===== config.mk =====
export PLATFORM = sky130hd
export DESIGN_NAME = tpz_sin
export DESIGN_NICKNAME = d
export VERILOG_FILES = /design/src/torus_point_zbuffer_plotter_core_defines.svh /design/src/tpz_pkg.sv /design/src/tpz_sin.sv
export SDC_FILE = /design/constraint.sdc
export NUM_CORES = 2
export LEC_CHECK = 0
export ABC_CLOCK_PERIOD_IN_PS = 6670
export BUFFER_PORTS_ARGS = -buffer_cell sky130_fd_sc_hd__buf_2
export CORE_MARGIN = 1.5
export CORE_UTILIZATION = 46
export DETAILED_ROUTE_END_ITERATION = 10
export GPL_ROUTABILITY_DRIVEN = 0
export SETUP_SLACK_MARGIN = 0.5
export SYNTH_ARGS = -nofsm -noshare
export SYNTH_HDL_FRONTEND = slang
export SYNTH_SLANG_ARGS = --single-unit

===== constraint.sdc =====
create_clock -name clk -period 6.67 [get_ports clk]
set_clock_uncertainty 0.05 [all_clocks]
set_input_delay 0.3335 -clock clk [delete_from_list [all_inputs] [get_ports clk]]
set_output_delay 0.3335 -clock clk [all_outputs]
set_load 0.01 [all_outputs]

===== src/torus_point_zbuffer_plotter_core_defines.svh =====
// assertion macros for the torus point plotter
// used by the top level; expects clk and rst in scope
`ifndef TORUS_POINT_ZBUFFER_PLOTTER_CORE_DEFINES_SVH
`define TORUS_POINT_ZBUFFER_PLOTTER_CORE_DEFINES_SVH
`ifndef SYNTH
`define TPZ_ASSERT_IMP(lbl, ante, cons) \
  lbl: assert property (@(posedge clk) disable iff (rst) (ante) |-> (cons)) \
    else $error("implication check failed");
`define TPZ_ASSERT_NXT(lbl, ante, cons) \
  lbl: assert property (@(posedge clk) disable iff (rst) (ante) |=> (cons)) \
    else $error("next cycle check failed");
`else
`define TPZ_ASSERT_IMP(lbl, ante, cons)
`define TPZ_ASSERT_NXT(lbl, ante, cons)
`endif
`endif


===== src/tpz_pkg.sv =====
// shared constants, types and helpers for the torus point plotter
// no dependencies
package tpz_pkg;

  localparam int SCREEN_WIDTH  = 320;
  localparam int SCREEN_HEIGHT = 240;
  localparam int STORE_SIZE    = SCREEN_WIDTH * SCREEN_HEIGHT;
  localparam int ADDR_W        = $clog2(STORE_SIZE);
  localparam int X_W           = 9;
  localparam int Y_W           = 8;

  localparam int FRAC          = 13;
  localparam int PI_Q          = 25736;
  localparam int HPI_Q         = 12868;
  localparam int TAU_Q         = 51472;
  localparam int THREE_HPI_Q   = 38604;
  localparam int RING_Q        = 16384;
  localparam int LIFT_Q        = 16384;
  localparam int CAM_DIST_Q    = 65536;
  localparam int PROJ_Q        = 200 * 8192;
  localparam int CENTRE_X      = 160;
  localparam int CENTRE_Y      = 120;
  localparam int DEPTH_MAX     = 65535;

  localparam int DW            = 20;
  localparam int ANG_W         = 18;
  localparam int NUM_W         = 40;
  localparam int DEN_W         = 21;

  typedef enum logic [1:0] {
    OP_CLEAR = 2'd0,
    OP_PLOT  = 2'd1,
    OP_READ  = 2'd2
  } op_t;

  typedef enum logic [1:0] {
    REG_ROT_A = 2'd0,
    REG_ROT_B = 2'd1
  } reg_idx_t;

  typedef enum logic [3:0] {
    ST_CLEAR,
    ST_IDLE,
    ST_TRIG,
    ST_ROT,
    ST_NUMX,
    ST_DIVX,
    ST_NUMY,
    ST_DIVY,
    ST_PLACE,
    ST_DIVZ,
    ST_MREAD,
    ST_MWAIT,
    ST_DONE
  } state_t;

  typedef struct packed {
    logic                    vld;
    logic [2:0]              tag;
    logic signed [ANG_W-1:0] ang;
  } sin_req_t;

  typedef struct packed {
    logic               vld;
    logic [2:0]         tag;
    logic signed [15:0] val;
  } sin_rsp_t;

  typedef struct packed {
    logic             start;
    logic [NUM_W-1:0] num;
    logic [DEN_W-1:0] den;
  } div_req_t;

  typedef struct packed {
    logic             done;
    logic [NUM_W-1:0] quo;
  } div_rsp_t;

  function automatic logic signed [DW-1:0] qmul(input logic signed [DW-1:0] a,
                                                 input logic signed [DW-1:0] b);
    logic signed [2*DW-1:0] p;
    logic signed [2*DW-1:0] adj;
    p   = (2*DW)'(a) * (2*DW)'(b);
    adj = p[2*DW-1] ? p + (2*DW)'((1 << FRAC) - 1) : p;
    return DW'(adj >>> FRAC);
  endfunction

endpackage


===== src/tpz_sin.sv =====
// pipelined fixed point sine: quadrant fold then fifth order polynomial
// depends on tpz_pkg; one angle in per cycle
module tpz_sin (
  input  logic            clk,
  input  logic            rst,
  input  tpz_pkg::sin_req_t req,
  output tpz_pkg::sin_rsp_t rsp
);
  import tpz_pkg::*;

  logic signed [18:0] r;
  logic [13:0] m0;
  logic [5:0]  vld;
  logic [2:0]  tagp [6];
  logic [4:0]  negp;
  logic [13:0] m1, m2s, m3s, m4s;
  logic [14:0] sq2, sq3;
  logic [14:0] cu3;
  logic [16:0] m5;
  logic [12:0] q6;
  logic [10:0] q120;
  logic [13:0] base5;
  logic signed [15:0] res;
  logic [27:0] p2;
  logic [28:0] p3;
  logic [29:0] p5;
  logic [30:0] p6;
  logic [35:0] p120;
  logic [14:0] pv;

  always_comb begin
    r = 19'(req.ang);
    if (r < 0) r = r + 19'(TAU_Q);
    if (r >= 19'(TAU_Q)) r = r - 19'(TAU_Q);
    if (r > 19'(THREE_HPI_Q)) r = r - 19'(TAU_Q);
    else if (r > 19'(HPI_Q)) r = 19'(PI_Q) - r;
    m0 = r[18] ? 14'(-r) : 14'(r);
  end

  assign p2   = 28'(m1) * 28'(m1);
  assign p3   = 29'(sq2) * 29'(m2s);
  assign p5   = 30'(cu3) * 30'(sq3);
  assign p6   = 31'(cu3) * 31'(16'd43691);
  assign p120 = 36'(m5) * 36'(19'd279621);
  assign pv   = 15'(base5) + 15'(q120);

  always_ff @(posedge clk) begin
    if (rst) begin
      vld <= '0;
    end else begin
      vld <= {vld[4:0], req.vld};
    end
    tagp[0] <= req.tag;
    for (int i = 1; i < 6; i++) tagp[i] <= tagp[i-1];
    negp <= {negp[3:0], r[18]};
    m1    <= m0;
    sq2   <= p2[27:13];
    m2s   <= m1;
    cu3   <= p3[27:13];
    sq3   <= sq2;
    m3s   <= m2s;
    m5    <= p5[29:13];
    q6    <= p6[30:18];
    m4s   <= m3s;
    q120  <= p120[35:25];
    base5 <= m4s - 14'(q6);
    res   <= negp[4] ? -16'(signed'({1'b0, pv})) : 16'(signed'({1'b0, pv}));
  end

  assign rsp.vld = vld[5];
  assign rsp.tag = tagp[5];
  assign rsp.val = res;

endmodule


==> reports/qor.csv <==
stage;metric;value;unit
setup_path;flop-to-flop setup slack;630;ps
setup_path;crit path max fanout;9;
sta;Tightest Pin Transition;967;ps
sta;Tcrit/Tclk final;0.906;
routing;initial drt markers;892;
global_route;Overall Global Routing Usage;0.205;
routing;DRC;0;
global_route;grt total ovfl;0;
sta;Slew Viols, Final;0;
clock_network;clk_lat worst skew;560;ps
yosys;Yosys top cell area share;0.331;
setup_path;worst setup path startpoint;sq2[7]$_DFF_P_;
routing;DR WL/cell;15.8;um
setup_path;crit path DAT;6440;ps
routing;post-route ant nets;0;
yosys;Post-Syn Nets;4414;
clock_network;H-tree Lvls;1;
setup_path;Worst EP required;7070;ps
yosys;yosys warns;0;
die;die height;268;um
yosys;synthesized area;32200;um^2
die;die area;71600;um^2
outcome;outcome;completed;
clock_network;clk slew on worst S/H paths;70;ps
routing;drt via density;5.03;
finish;Area growth, synth to finish;11.1;%
setup_path;CP Capture Type;flop;
clock_network;TritonCTS Buffers;24;
worst_hold_path;Worst Hold Class;input port to flop;
sta;Setup violations, final;0;
sta;max frequency;165;MHz
sta;RSZ-0062 raised after global routing;true;
global_route;first-pass GRT wire length;119000;um
setup_path;Setup crit start kind;flop;
die;Die Width;268;um
yosys;dominant synthesized flop cell;dfxtp_1;
global_route;Most Crowded Layer GR;met2;
run;total of max-cap violations;0;
yosys;Post-synth EDFFs;0;
yosys;Mapped Cells;3347;
routing;vias;22200;
setup_path;Setup CP Type;flop to flop;
place;DP Wirelength;58300;um
clock_network;CTS tree;done;
yosys;largest cells by area after synthesis;fa_1 (33%), ha_1 (20%), dfxtp_1 (12%);
finish;layout cells sized above 1;0.121;
worst_hold_path;Hold Path End;m1[1]$_DFF_P_;
global_route;met2 GRT Util;0.346;
place;input/output buffers;43;
setup_path;R2R depth;23;
sta;Setup TNS;0;ps
global_route;Global Route met1 Usage;0.284;
yosys;asr flop ratio synth;0;
worst_hold_path;Hold Crit Depth;3;
clock_network;Clock Tree Root;clkbuf_16;
yosys;syn avg cell area;9.62;um^2
routing;drt total wl;69700;um
global_route;pin count of the biggest net entering global routing;20;
clock_network;Bufs on Longest Clock Path;3;
yosys;Synth area leader;fa_1;
finish;Layout Nets;4542;
sta;Final Hold Violating Endpoints;0;
die;Starting Density;0.467;
die;core box area;68900;um^2
worst_hold_path;hold_sp;req[1];
die;Rows;96;
global_route;initial antenna violation count;0;
routing;TritonRoute pass-1 iters;5;
die;Ports;44;
yosys;unique cell type count in the Yosys netlist;109;
clock_network;clock tree sinks;201;
setup_path;FF-to-FF Start;sq2[7]$_DFF_P_;
setup_path;FF-to-FF End;cu3[12]$_DFF_P_;
yosys;number of synthesized register bits;201;
yosys;register area share after synthesis;0.125;
sta;slew margin rel.;0.351;
global_route;vias in the first global route;23500;
sta;post-layout minimum cycle time;6040;ps
global_route;met3 GRT Util;0.0180;
## final cells by class
cell class | instances | area [um^2]
Antenna cell | 2 | 5.00
Timing Repair Buffer | 205 | 1540
Fill cell | 6399 | 33200
Multi-Input combinational cell | 2430 | 25800
Tap cell | 931 | 1160
Clock inverter | 13 | 218
Sequential cell | 201 | 4140
Inverter | 613 | 2300
Clock buffer | 28 | 646
## worst max-delay path, cell delays in order, from the launching register on
cell	delay, ps
dfxtp_4	390
buf_6	140
nand2_1	80
fa_1	540
inv_1	50
fa_1	490
inv_1	60
fa_1	540
inv_1	50
fa_1	500
fa_1	430
fa_1	540
ha_4	220
o2111ai_4	130
nor2_1	90
a21oi_2	160
o31ai_4	90
o211ai_1	240
nand3_1	110
o2111a_1	170
o31a_1	310
o21a_1	250
nor2_2	160
xnor2_2	160
## metrics by stage
step           setup slack [ps]  cell area, um^2  hold WS, ps  std cells  utilization
3_3_place_gp                187            33900          261       4325        0.491
6_report                    627            35800         96.3       4423        0.519
5_1_grt                     391            35800          116       4421        0.519
3_5_place_dp                154            33900          262       4325        0.491
4_1_cts                     483            35300         89.2       4395        0.511
2_1_floorplan               453            32200          260       3347            -
## synthesized netlist by cell type, types with 10 or more instances
cell and n:
xnor2_1 97, o21bai_1 16, nor2_1 113, a21o_1 23, nand2b_1 13, xor2_1 42, nor3_1 46, fa_1 533
a31oi_1 10, o21a_1 22, nand2_1 358, clkbuf_1 78, nor2b_1 26, o21ai_0 55, ha_1 510, dfxtp_1 201
nand3_1 32, and2_1 246, a21oi_1 60, and3_1 14, nand4_1 12, inv_1 613, o211ai_1 10, o21ai_1 10
## worst max path at each step
| stage | endpoint | slack, ps | cells past startpoint |
|---|---|---|---|
| floorplan | cu3[14]$_DFF_P_ | 450 | 25 |
| global placement | cu3[11]$_DFF_P_ | 190 | 21 |
| detailed placement | cu3[11]$_DFF_P_ | 150 | 21 |
| CTS | m5[15]$_DFF_P_ | 480 | 27 |
| global route | cu3[12]$_DFF_P_ | 390 | 22 |
| finish | cu3[12]$_DFF_P_ | 630 | 23 |
## flip-flops by register name, indices dropped and copies added, names as in the netlist
register	cells
negp	5
q120	11
sq2	15
res	16
base5	14
m3s	14
sq3	15
m1	14
m4s	14
tagp	18
m2s	14
vld	6
q6	13
m5	17
cu3	15
## metal layers
layer | wire, um | share of wire
met5 | 0 | 0
met4 | 1660 | 0.024
met2 | 33200 | 0.48
met3 | 1780 | 0.026
met1 | 33100 | 0.48
## cell usage in the layout (no fill, tap or decap), types with 24 or more instances in the layout
master	n
inv_1	610
o21ai_0	50
ha_1	500
buf_4	136
nor2_1	107
xnor2_1	95
buf_2	43
a21oi_1	54
nand2_1	351
nor2b_1	25
fa_1	526
nand3_1	31
and2_1	238
xor2_1	42
nor3_1	41
dfxtp_1	155
clkbuf_16	24
## timing repair
item,4_1_cts,5_1_grt
hold buffers,7,0
hold endpoints to repair,10,0
pin swaps,29,62
endpoints found under the setup margin,11,20
resized for setup,90,85
setup buffers,22,26
## kinds of logic (layout without fill, tap and decap cells)
| kind of cell | Yosys count | in the layout | synth area share |
|---|---|---|---|
| adders and majority gates | 1043 | 1043 | 0.529 |
| and+or+nand+nor | 911 | 911 | 0.141 |
| buffers and inverters | 716 | 859 | 0.0876 |
| AOI/OAI and AO/OA | 327 | 327 | 0.0754 |
| DFF | 201 | 201 | 0.125 |
| xor gates and xnor gates | 141 | 141 | 0.0392 |
| muxes | 8 | 8 | 0.00260 |
| other | 0 | 2 | 0 |
Power is not shown: default switching activity piles up to over one toggle a cycle in this logic, so the estimate is an artifact.
