<file path="src/torus_point_zbuffer_plotter_core_defines.svh">
// assertion macros for the torus point plotter
// used by the top level; expects clk and rst in scope
`ifndef TORUS_POINT_ZBUFFER_PLOTTER_CORE_DEFINES_SVH
`define TORUS_POINT_ZBUFFER_PLOTTER_CORE_DEFINES_SVH
`ifndef SYNTH
`define TPZ_ASSERT_IMP(lbl, ante, cons) \
  lbl: assert property (@(posedge clk) disable iff (rst) (ante) |-> (cons)) \
    else $error("implication check failed");
`define TPZ_ASSERT_NXT(lbl, ante, cons) \
  lbl: assert property (@(posedge clk) disable iff (rst) (ante) |=> (cons)) \
    else $error("next cycle check failed");
`else
`define TPZ_ASSERT_IMP(lbl, ante, cons)
`define TPZ_ASSERT_NXT(lbl, ante, cons)
`endif
`endif

</file>
<file path="src/tpz_pkg.sv">
// shared constants, types and helpers for the torus point plotter
// no dependencies
package tpz_pkg;

  localparam int SCREEN_WIDTH  = 320;
  localparam int SCREEN_HEIGHT = 240;
  localparam int STORE_SIZE    = SCREEN_WIDTH * SCREEN_HEIGHT;
  localparam int ADDR_W        = $clog2(STORE_SIZE);
  localparam int X_W           = 9;
  localparam int Y_W           = 8;

  localparam int FRAC          = 13;
  localparam int PI_Q          = 25736;
  localparam int HPI_Q         = 12868;
  localparam int TAU_Q         = 51472;
  localparam int THREE_HPI_Q   = 38604;
  localparam int RING_Q        = 16384;
  localparam int LIFT_Q        = 16384;
  localparam int CAM_DIST_Q    = 65536;
  localparam int PROJ_Q        = 200 * 8192;
  localparam int CENTRE_X      = 160;
  localparam int CENTRE_Y      = 120;
  localparam int DEPTH_MAX     = 65535;

  localparam int DW            = 20;
  localparam int ANG_W         = 18;
  localparam int NUM_W         = 40;
  localparam int DEN_W         = 21;

  typedef enum logic [1:0] {
    OP_CLEAR = 2'd0,
    OP_PLOT  = 2'd1,
    OP_READ  = 2'd2
  } op_t;

  typedef enum logic [1:0] {
    REG_ROT_A = 2'd0,
    REG_ROT_B = 2'd1
  } reg_idx_t;

  typedef enum logic [3:0] {
    ST_CLEAR,
    ST_IDLE,
    ST_TRIG,
    ST_ROT,
    ST_NUMX,
    ST_DIVX,
    ST_NUMY,
    ST_DIVY,
    ST_PLACE,
    ST_DIVZ,
    ST_MREAD,
    ST_MWAIT,
    ST_DONE
  } state_t;

  typedef struct packed {
    logic                    vld;
    logic [2:0]              tag;
    logic signed [ANG_W-1:0] ang;
  } sin_req_t;

  typedef struct packed {
    logic               vld;
    logic [2:0]         tag;
    logic signed [15:0] val;
  } sin_rsp_t;

  typedef struct packed {
    logic             start;
    logic [NUM_W-1:0] num;
    logic [DEN_W-1:0] den;
  } div_req_t;

  typedef struct packed {
    logic             done;
    logic [NUM_W-1:0] quo;
  } div_rsp_t;

  function automatic logic signed [DW-1:0] qmul(input logic signed [DW-1:0] a,
                                                 input logic signed [DW-1:0] b);
    logic signed [2*DW-1:0] p;
    logic signed [2*DW-1:0] adj;
    p   = (2*DW)'(a) * (2*DW)'(b);
    adj = p[2*DW-1] ? p + (2*DW)'((1 << FRAC) - 1) : p;
    return DW'(adj >>> FRAC);
  endfunction

endpackage

</file>
<file path="src/tpz_div.sv">
// restoring unsigned divider, one quotient bit per cycle
// depends on tpz_pkg for widths and request types
module tpz_div (
  input  logic              clk,
  input  logic              rst,
  input  tpz_pkg::div_req_t req,
  output tpz_pkg::div_rsp_t rsp
);
  import tpz_pkg::*;

  localparam int CNT_W = $clog2(NUM_W + 1);

  logic [CNT_W-1:0] cnt;
  logic             busy;
  logic             done;
  logic [DEN_W-1:0] rem;
  logic [DEN_W-1:0] den;
  logic [NUM_W-1:0] quo;
  logic [DEN_W:0]   sh;
  logic             fits;

  assign sh   = {rem, quo[NUM_W-1]};
  assign fits = sh >= {1'b0, den};

  always_ff @(posedge clk) begin
    if (rst) begin
      busy <= 1'b0;
      done <= 1'b0;
      cnt  <= '0;
    end else begin
      done <= 1'b0;
      if (req.start) begin
        busy <= 1'b1;
        cnt  <= CNT_W'(NUM_W);
      end else if (busy) begin
        cnt <= cnt - 1'b1;
        if (cnt == CNT_W'(1)) begin
          busy <= 1'b0;
          done <= 1'b1;
        end
      end
    end
    if (req.start) begin
      quo <= req.num;
      rem <= '0;
      den <= req.den;
    end else if (busy) begin
      rem <= fits ? DEN_W'(sh - {1'b0, den}) : DEN_W'(sh);
      quo <= {quo[NUM_W-2:0], fits};
    end
  end

  assign rsp.done = done;
  assign rsp.quo  = quo;

endmodule

</file>
<file path="config.mk">
export PLATFORM = sky130hd
export DESIGN_NAME = tpz_div
export DESIGN_NICKNAME = d
export VERILOG_FILES = /design/src/torus_point_zbuffer_plotter_core_defines.svh /design/src/tpz_pkg.sv /design/src/tpz_div.sv
export SDC_FILE = /design/constraint.sdc
export NUM_CORES = 1
export LEC_CHECK = 0
export ABC_AREA = 1
export BUFFER_PORTS_ARGS = -buffer_cell sky130_fd_sc_hd__buf_2
export CAP_MARGIN = 20
export CORE_MARGIN = 2
export CORE_UTILIZATION = 40
export DETAILED_ROUTE_END_ITERATION = 10
export PLACE_DENSITY_LB_ADDON = 0.08
export SETUP_SLACK_MARGIN = 0.3
export SYNTH_ARGS = -nofsm -noshare
export SYNTH_HDL_FRONTEND = slang
export SYNTH_SLANG_ARGS = --single-unit
</file>
<file path="constraint.sdc">
create_clock -name clk -period 4.25 [get_ports clk]
set_input_delay 0.6375 -clock clk [delete_from_list [all_inputs] [get_ports clk]]
set_output_delay 0.6375 -clock clk [all_outputs]
set_load 0.03 [all_outputs]
</file>
==> results of run 1 <==
[placed cells by master, fill, tap and decap left out, drive strengths merged]
master,Yosys,routed
nand2,291,291
buf,9,107
inv,102,102
nand3,63,63
edfxtp,61,61
nor2,40,40
dfxtp,29,29
ha,23,23
a21oi,14,14
o21ai,12,12
clkbuf,10,12
nor3,9,9
nand3b,8,8
xnor2,7,7
nand4,5,5
a31oi,2,2
bufinv,0,2
clkinv,1,2
diode,0,1
and2,1,1
o21a,1,1
a211oi,1,1
o21bai,1,1
and3,1,1
xor2,1,1
nor4,1,1
fa,1,1
clkinvlp,0,1
[worst paths after layout]
| check | depth (start not counted) | to | startpoint |
|---|---|---|---|
| worst min register to register | 2 | cnt[5]$_SDFFE_PP0P_ | cnt[5]$_SDFFE_PP0P_ |
| worst max register to register | 3 | quo[21]$_DFFE_PP_ | busy$_SDFF_PP0_ |
| worst max-delay path | 3 | quo[21]$_DFFE_PP_ | busy$_SDFF_PP0_ |
| worst min-delay path | 1 | den[11]$_DFFE_PP_ | req[11] |
[routing by layer]
metal,part of all wire (%),vias to the layer above
met3,8.1,17
met2,43,138
li1,-,2386
met5,0,-
met4,2.2,0
met1,47,2031
[worst reg2reg max path: cells and delay by family (launching register included)]
kind / cells / cell delay [ps]
buffers and inverters: 2 / 1020
flip-flops: 1 / 400
AND/OR/NAND/NOR: 1 / 840
[sequential cells by signal (all words and copies together) (netlist names)]
register	flops
quo	40
busy	1
cnt	6
done	1
den	21
rem	21
[power by group through the flow]
stage	Sequential [mW]	Clock [mW]	Combinational [mW]
after global routing	1.05	0.930	0.385
after CTS	1.04	0.898	0.349
after detailed placement	1.06	0	0.348
final	1.04	0.874	0.346
after floorplan	1.14	0	0.152
after global placement	1.06	0	0.346
[area by class of cell]
cell class	instances	area (µm²)
fillers	1315	6520
flip-flops and latches	90	2410
multi-input cells	482	2320
repair buffers	107	543
inverters	103	387
clock buffers	12	246
well taps	172	215
clock inverters	4	76.3
diodes	1	2.50
[logic make-up after synthesis]
group / Yosys count / share of synthesized area, %
compound gates: 31 / 3.22
buf+inv: 122 / 9.68
flops: 90 / 46.0
xor+xnor: 8 / 1.34
fa+ha+maj: 24 / 5.87
simple gates: 419 / 33.9
==> metrics.cfg, run 1 <==
[status]
status=complete, no violations

[pwr]
p_switching_uw=612
finalPower_mw=2.26
pwr-share-seq_pct=46.1
pwr-share-comb_pct=15.3
irDropWorstVdd_uv=180
clock_power_share_pct=38.6
power.density_mw_per_mm2=365
internal_power_mw=1.65
p_leak_nw=3.25
swShare_pct=27.0

[place]
port_buffers=104
place_ws_ps=1300
place_inst=954
hpwl_um=9540
place.gp.congestion=0.882
placed_cell_area_mm2=0.00588

[worst_setup_path]
path_class=reg -> reg
cp_top_family=buffers and inverters
crit_required_ps=4290
max_stage_delay_ps=840
crit_chain=nor2_1 > clkinv_1 > buf_4
worst_setup_path_start_kind=register
arrival_ps=2620
crit_path_top_delay_cell=nor2_1
critPathBufInv=2
end_kind=register
r2r_setup_slack_ps=1670
cp_max_fo=40

[logic_synthesis]
yosysWarnings=0
avgSynthCellArea_um2=7.56
netlist_area_mm2=0.00525
ys_types=36
ys_top_cells_by_count=284 x nand2_1, 100 x inv_1, 61 x edfxtp_1, 61 x nand3_1, 36 x nor2_1
synth_seq_cells=90
synth_largest_area_cell=edfxtp_1
synth_flop_cell=edfxtp_1
synth_edf_count=61
synth_seq_area_share_pct=46.0
async_reset_ff_share_pct=0
synth.area.top_cells=edfxtp_1 35%, nand2_1 20%, dfxtp_1 11%, inv_1 7.2%, nand3_1 5.8%
netlist.area_leader.share_pct=34.9
yosysMostFrequentCell=nand2_1
syn_nets=782
synth_cells=694

[detailed_routing]
via_per_inst=4.71
vias=4572
drtAntennaViolNets=0
wl_um=12900
dr.pass1.iters=7
wl_per_cell_um=13.3
drc=0
drt_iter0_markers=214

[floorplan]
die_h_um=119
rows=41
die_w_um=119
coreArea_mm2=0.0127
io_pins=105
initial_core_util_pct=41.2
dieArea_mm2=0.0140

[clock_tree]
cts_setup_buffers=0
cts_htree_levels=3
ctsResizeCount=0
path_clk_slew_ps=70
root_buffer=clkbuf_16
cts_tree=done
ctsHoldBuffers=0
worstSkewPairLatency_ps=340
numClockSinks=90
numCtsBuffers=9
clock_path_buffers=2

[global_route]
grt_max_degree=63
grt_use_met3_pct=5.65
use_met2_pct=28.6
grt_pass1_vias=4427
grt_overflow_total=0
antenna_found_initial=0
grt_usage_pct=19.4
globalRouteMet1Util_pct=26.9
grt_pass1_wl_um=21900
top_usage_layer=met2

[sta]
tightest_slew_ps=1050
relSlewSlack_pct=29.9
period_minus_slack_ps=2580
fin_crit_sh_pct=60.7
worst_slack_ps=1670
fmax_mhz=388
timing.final.max_slew_violations=0
rsz0062_at_grt=false
whs_ps=465
setup-tns-final_ps=0
hold_viol=0
fin_skew_ps=8.76
setup_viol=0

[final_layout]
drive_above_1_share_pct=17.5
instances_no_fill=971
nets=881
final_util_pct=48.8
fin_area_mm2=0.00621
area_growth_pct=18.3

[job]
drv_cap=0

[hold_path]
hp-class=in -> reg

No activity file was read; power rests on OpenSTA's default activity.
==> run 2, diff against run 1 <==
- clock period: 4.25 -> 2.6 ns (I/O delays scaled with it)
==> metrics.cfg, run 2 (synthesized netlist as in run 1, its figures left out) <==
[final_layout]
drive_above_1_share_pct=19.0
num-fill-cells=1343
area_growth_pct=20.1
layout_commonest_cell=nand2_1
largest_reg_flops=40
nets=893
final_cell_mix=283 x nand2_1, 104 x buf_2, 100 x inv_1
antenna_cells=0
multi_input_area_mm2=0.00236
register_area_mm2=0.00241
regMostFlops=quo
reg_top3=quo x40, den x21, rem x21

[place]
place_ws_ps=310
port_buffers=104
place.gp.congestion=0.969
hpwl_um=9460

[sta]
relSlewSlack_pct=52.8
rsz0062_at_grt=false
setup_viol=0
fmax_mhz=466
worst_slack_ps=454
fin_skew_ps=6.45
timing.final.max_slew_violations=0
fin_crit_sh_pct=82.5
setup-tns-final_ps=0
hold_viol=0
period_minus_slack_ps=2150
tightest_slew_ps=708

[detailed_routing]
vias=4636
wl_per_cell_um=13.1
wl_um=12800
drc=0
drtAntennaViolNets=0
via_per_inst=4.72
drt_iter0_markers=251
dr.pass1.iters=5

[floorplan]
die_w_um=119
die_h_um=119
dieArea_mm2=0.0140
initial_core_util_pct=41.2
io_pins=105
coreArea_mm2=0.0127
rows=41

[global_route]
antenna_found_initial=0
grt_use_met3_pct=6.61
grt_overflow_total=0
top_usage_layer=met2
grt_pass1_wl_um=21300
grt_pass1_vias=4564
grt_max_degree=62
globalRouteMet1Util_pct=22.6
use_met2_pct=31.4
grt_usage_pct=19.0

[worst_setup_path]
r2r_setup_slack_ps=450
crit_path_end=rem[4]$_SDFFE_PP0P_
critPathLaunch=quo[39]$_DFFE_PP_
arrival_ps=2360
worst_setup_path_start_kind=register
rr_worst_depth=13
path_class=reg -> reg
reg2reg_from=quo[39]$_DFFE_PP_
r2r_end=rem[4]$_SDFFE_PP0P_
cp_max_fo=14
end_kind=register
crit_required_ps=2820

[job]
drv_cap=0

[hold_path]
hold_depth=1
hp-class=in -> reg

[clock_tree]
root_buffer=clkbuf_16
numClockSinks=90
cts_htree_levels=3
worstSkewPairLatency_ps=340
numCtsBuffers=9
path_clk_slew_ps=70
ctsHoldBuffers=0
cts_tree=done
clock_path_buffers=2

[pwr]
irDropWorstVdd_uv=261
p_leak_nw=3.29
power.density_mw_per_mm2=552

[status]
status=complete, no violations

## run 2: cell types whose count changed in the layout (fill, tap and decap cells not counted), moves of 2 or more
cell	delta
nand2_8	+2
buf_4	+9
buf_12	+2
bufinv_16	-2
## run 2: critical path, stage by stage, from the launching register on
cell and delay, ps:
edfxtp_1 380, inv_1 90, ha_1 170, inv_1 80, fa_2 400, nand3_1 110
nand3_2 90, nand2_2 110, nand2_4 90, nand2_8 110, buf_12 150, nand3_1 70
nand3_1 80, o21ai_1 70
## run 2: what timing repair did
item                       4_1_cts  5_1_grt
gates cloned                     0        1
gates resized for setup          2        3
setup buffers                    0        6
setup endpoints to repair        2       20
pin swaps                        0        2
## run 2: how the worst min path moves through the flow
| stage | startpoint | to | slack [ps] |
|---|---|---|---|
| 6_report | req[6] | den[6]$_DFFE_PP_ | 220 |
| 5_1_grt | req[20] | den[20]$_DFFE_PP_ | 200 |
| 4_1_cts | req[19] | den[19]$_DFFE_PP_ | 200 |
| 3_5_place_dp | rem[20]$_SDFFE_PP0P_ | rem[20]$_SDFFE_PP0P_ | 460 |
| 3_3_place_gp | rem[20]$_SDFFE_PP0P_ | rem[20]$_SDFFE_PP0P_ | 460 |
| 2_1_floorplan | cnt[5]$_SDFFE_PP0P_ | cnt[5]$_SDFFE_PP0P_ | 440 |
## run 2: power by group
part / switching [mW] / internal, mW / total (mW)
clock: 0.551 / 0.650 / 1.20
combinational: 0.389 / 0.184 / 0.573
sequential: 0.0524 / 1.65 / 1.70
## run 2: through the flow
| stage | instance area (µm²) | util, % | power (mW) | std cells | hold slack [ps] |
|---|---|---|---|---|---|
| after floorplan | 5250 | - | 2.11 | 694 | 442 |
| after global placement | 5940 | 46.7 | 2.30 | 959 | 458 |
| after detailed placement | 5940 | 46.7 | 2.30 | 959 | 464 |
| after CTS | 6230 | 49.0 | 3.52 | 975 | 203 |
| after global routing | 6300 | 49.5 | 3.65 | 982 | 200 |
| final | 6300 | 49.5 | 3.48 | 982 | 220 |
## run 2: routing by layer
layer	share of wire (%)	vias to the layer above	wire [µm]
met1	45	2079	5710
met5	0	-	0
met4	1.8	0	236
met2	47	123	6060
met3	6.4	16	818
li1	-	2418	-
## run 2: area by class of cell
class | instances | share of cell area [%]
sequential | 90 | 38.3
clock buffer | 10 | 3.63
tap | 172 | 3.42
timing repair buffer | 118 | 10.3
multi-input combinational | 483 | 37.5
clock inverter | 6 | 0.675
inverter | 103 | 6.14
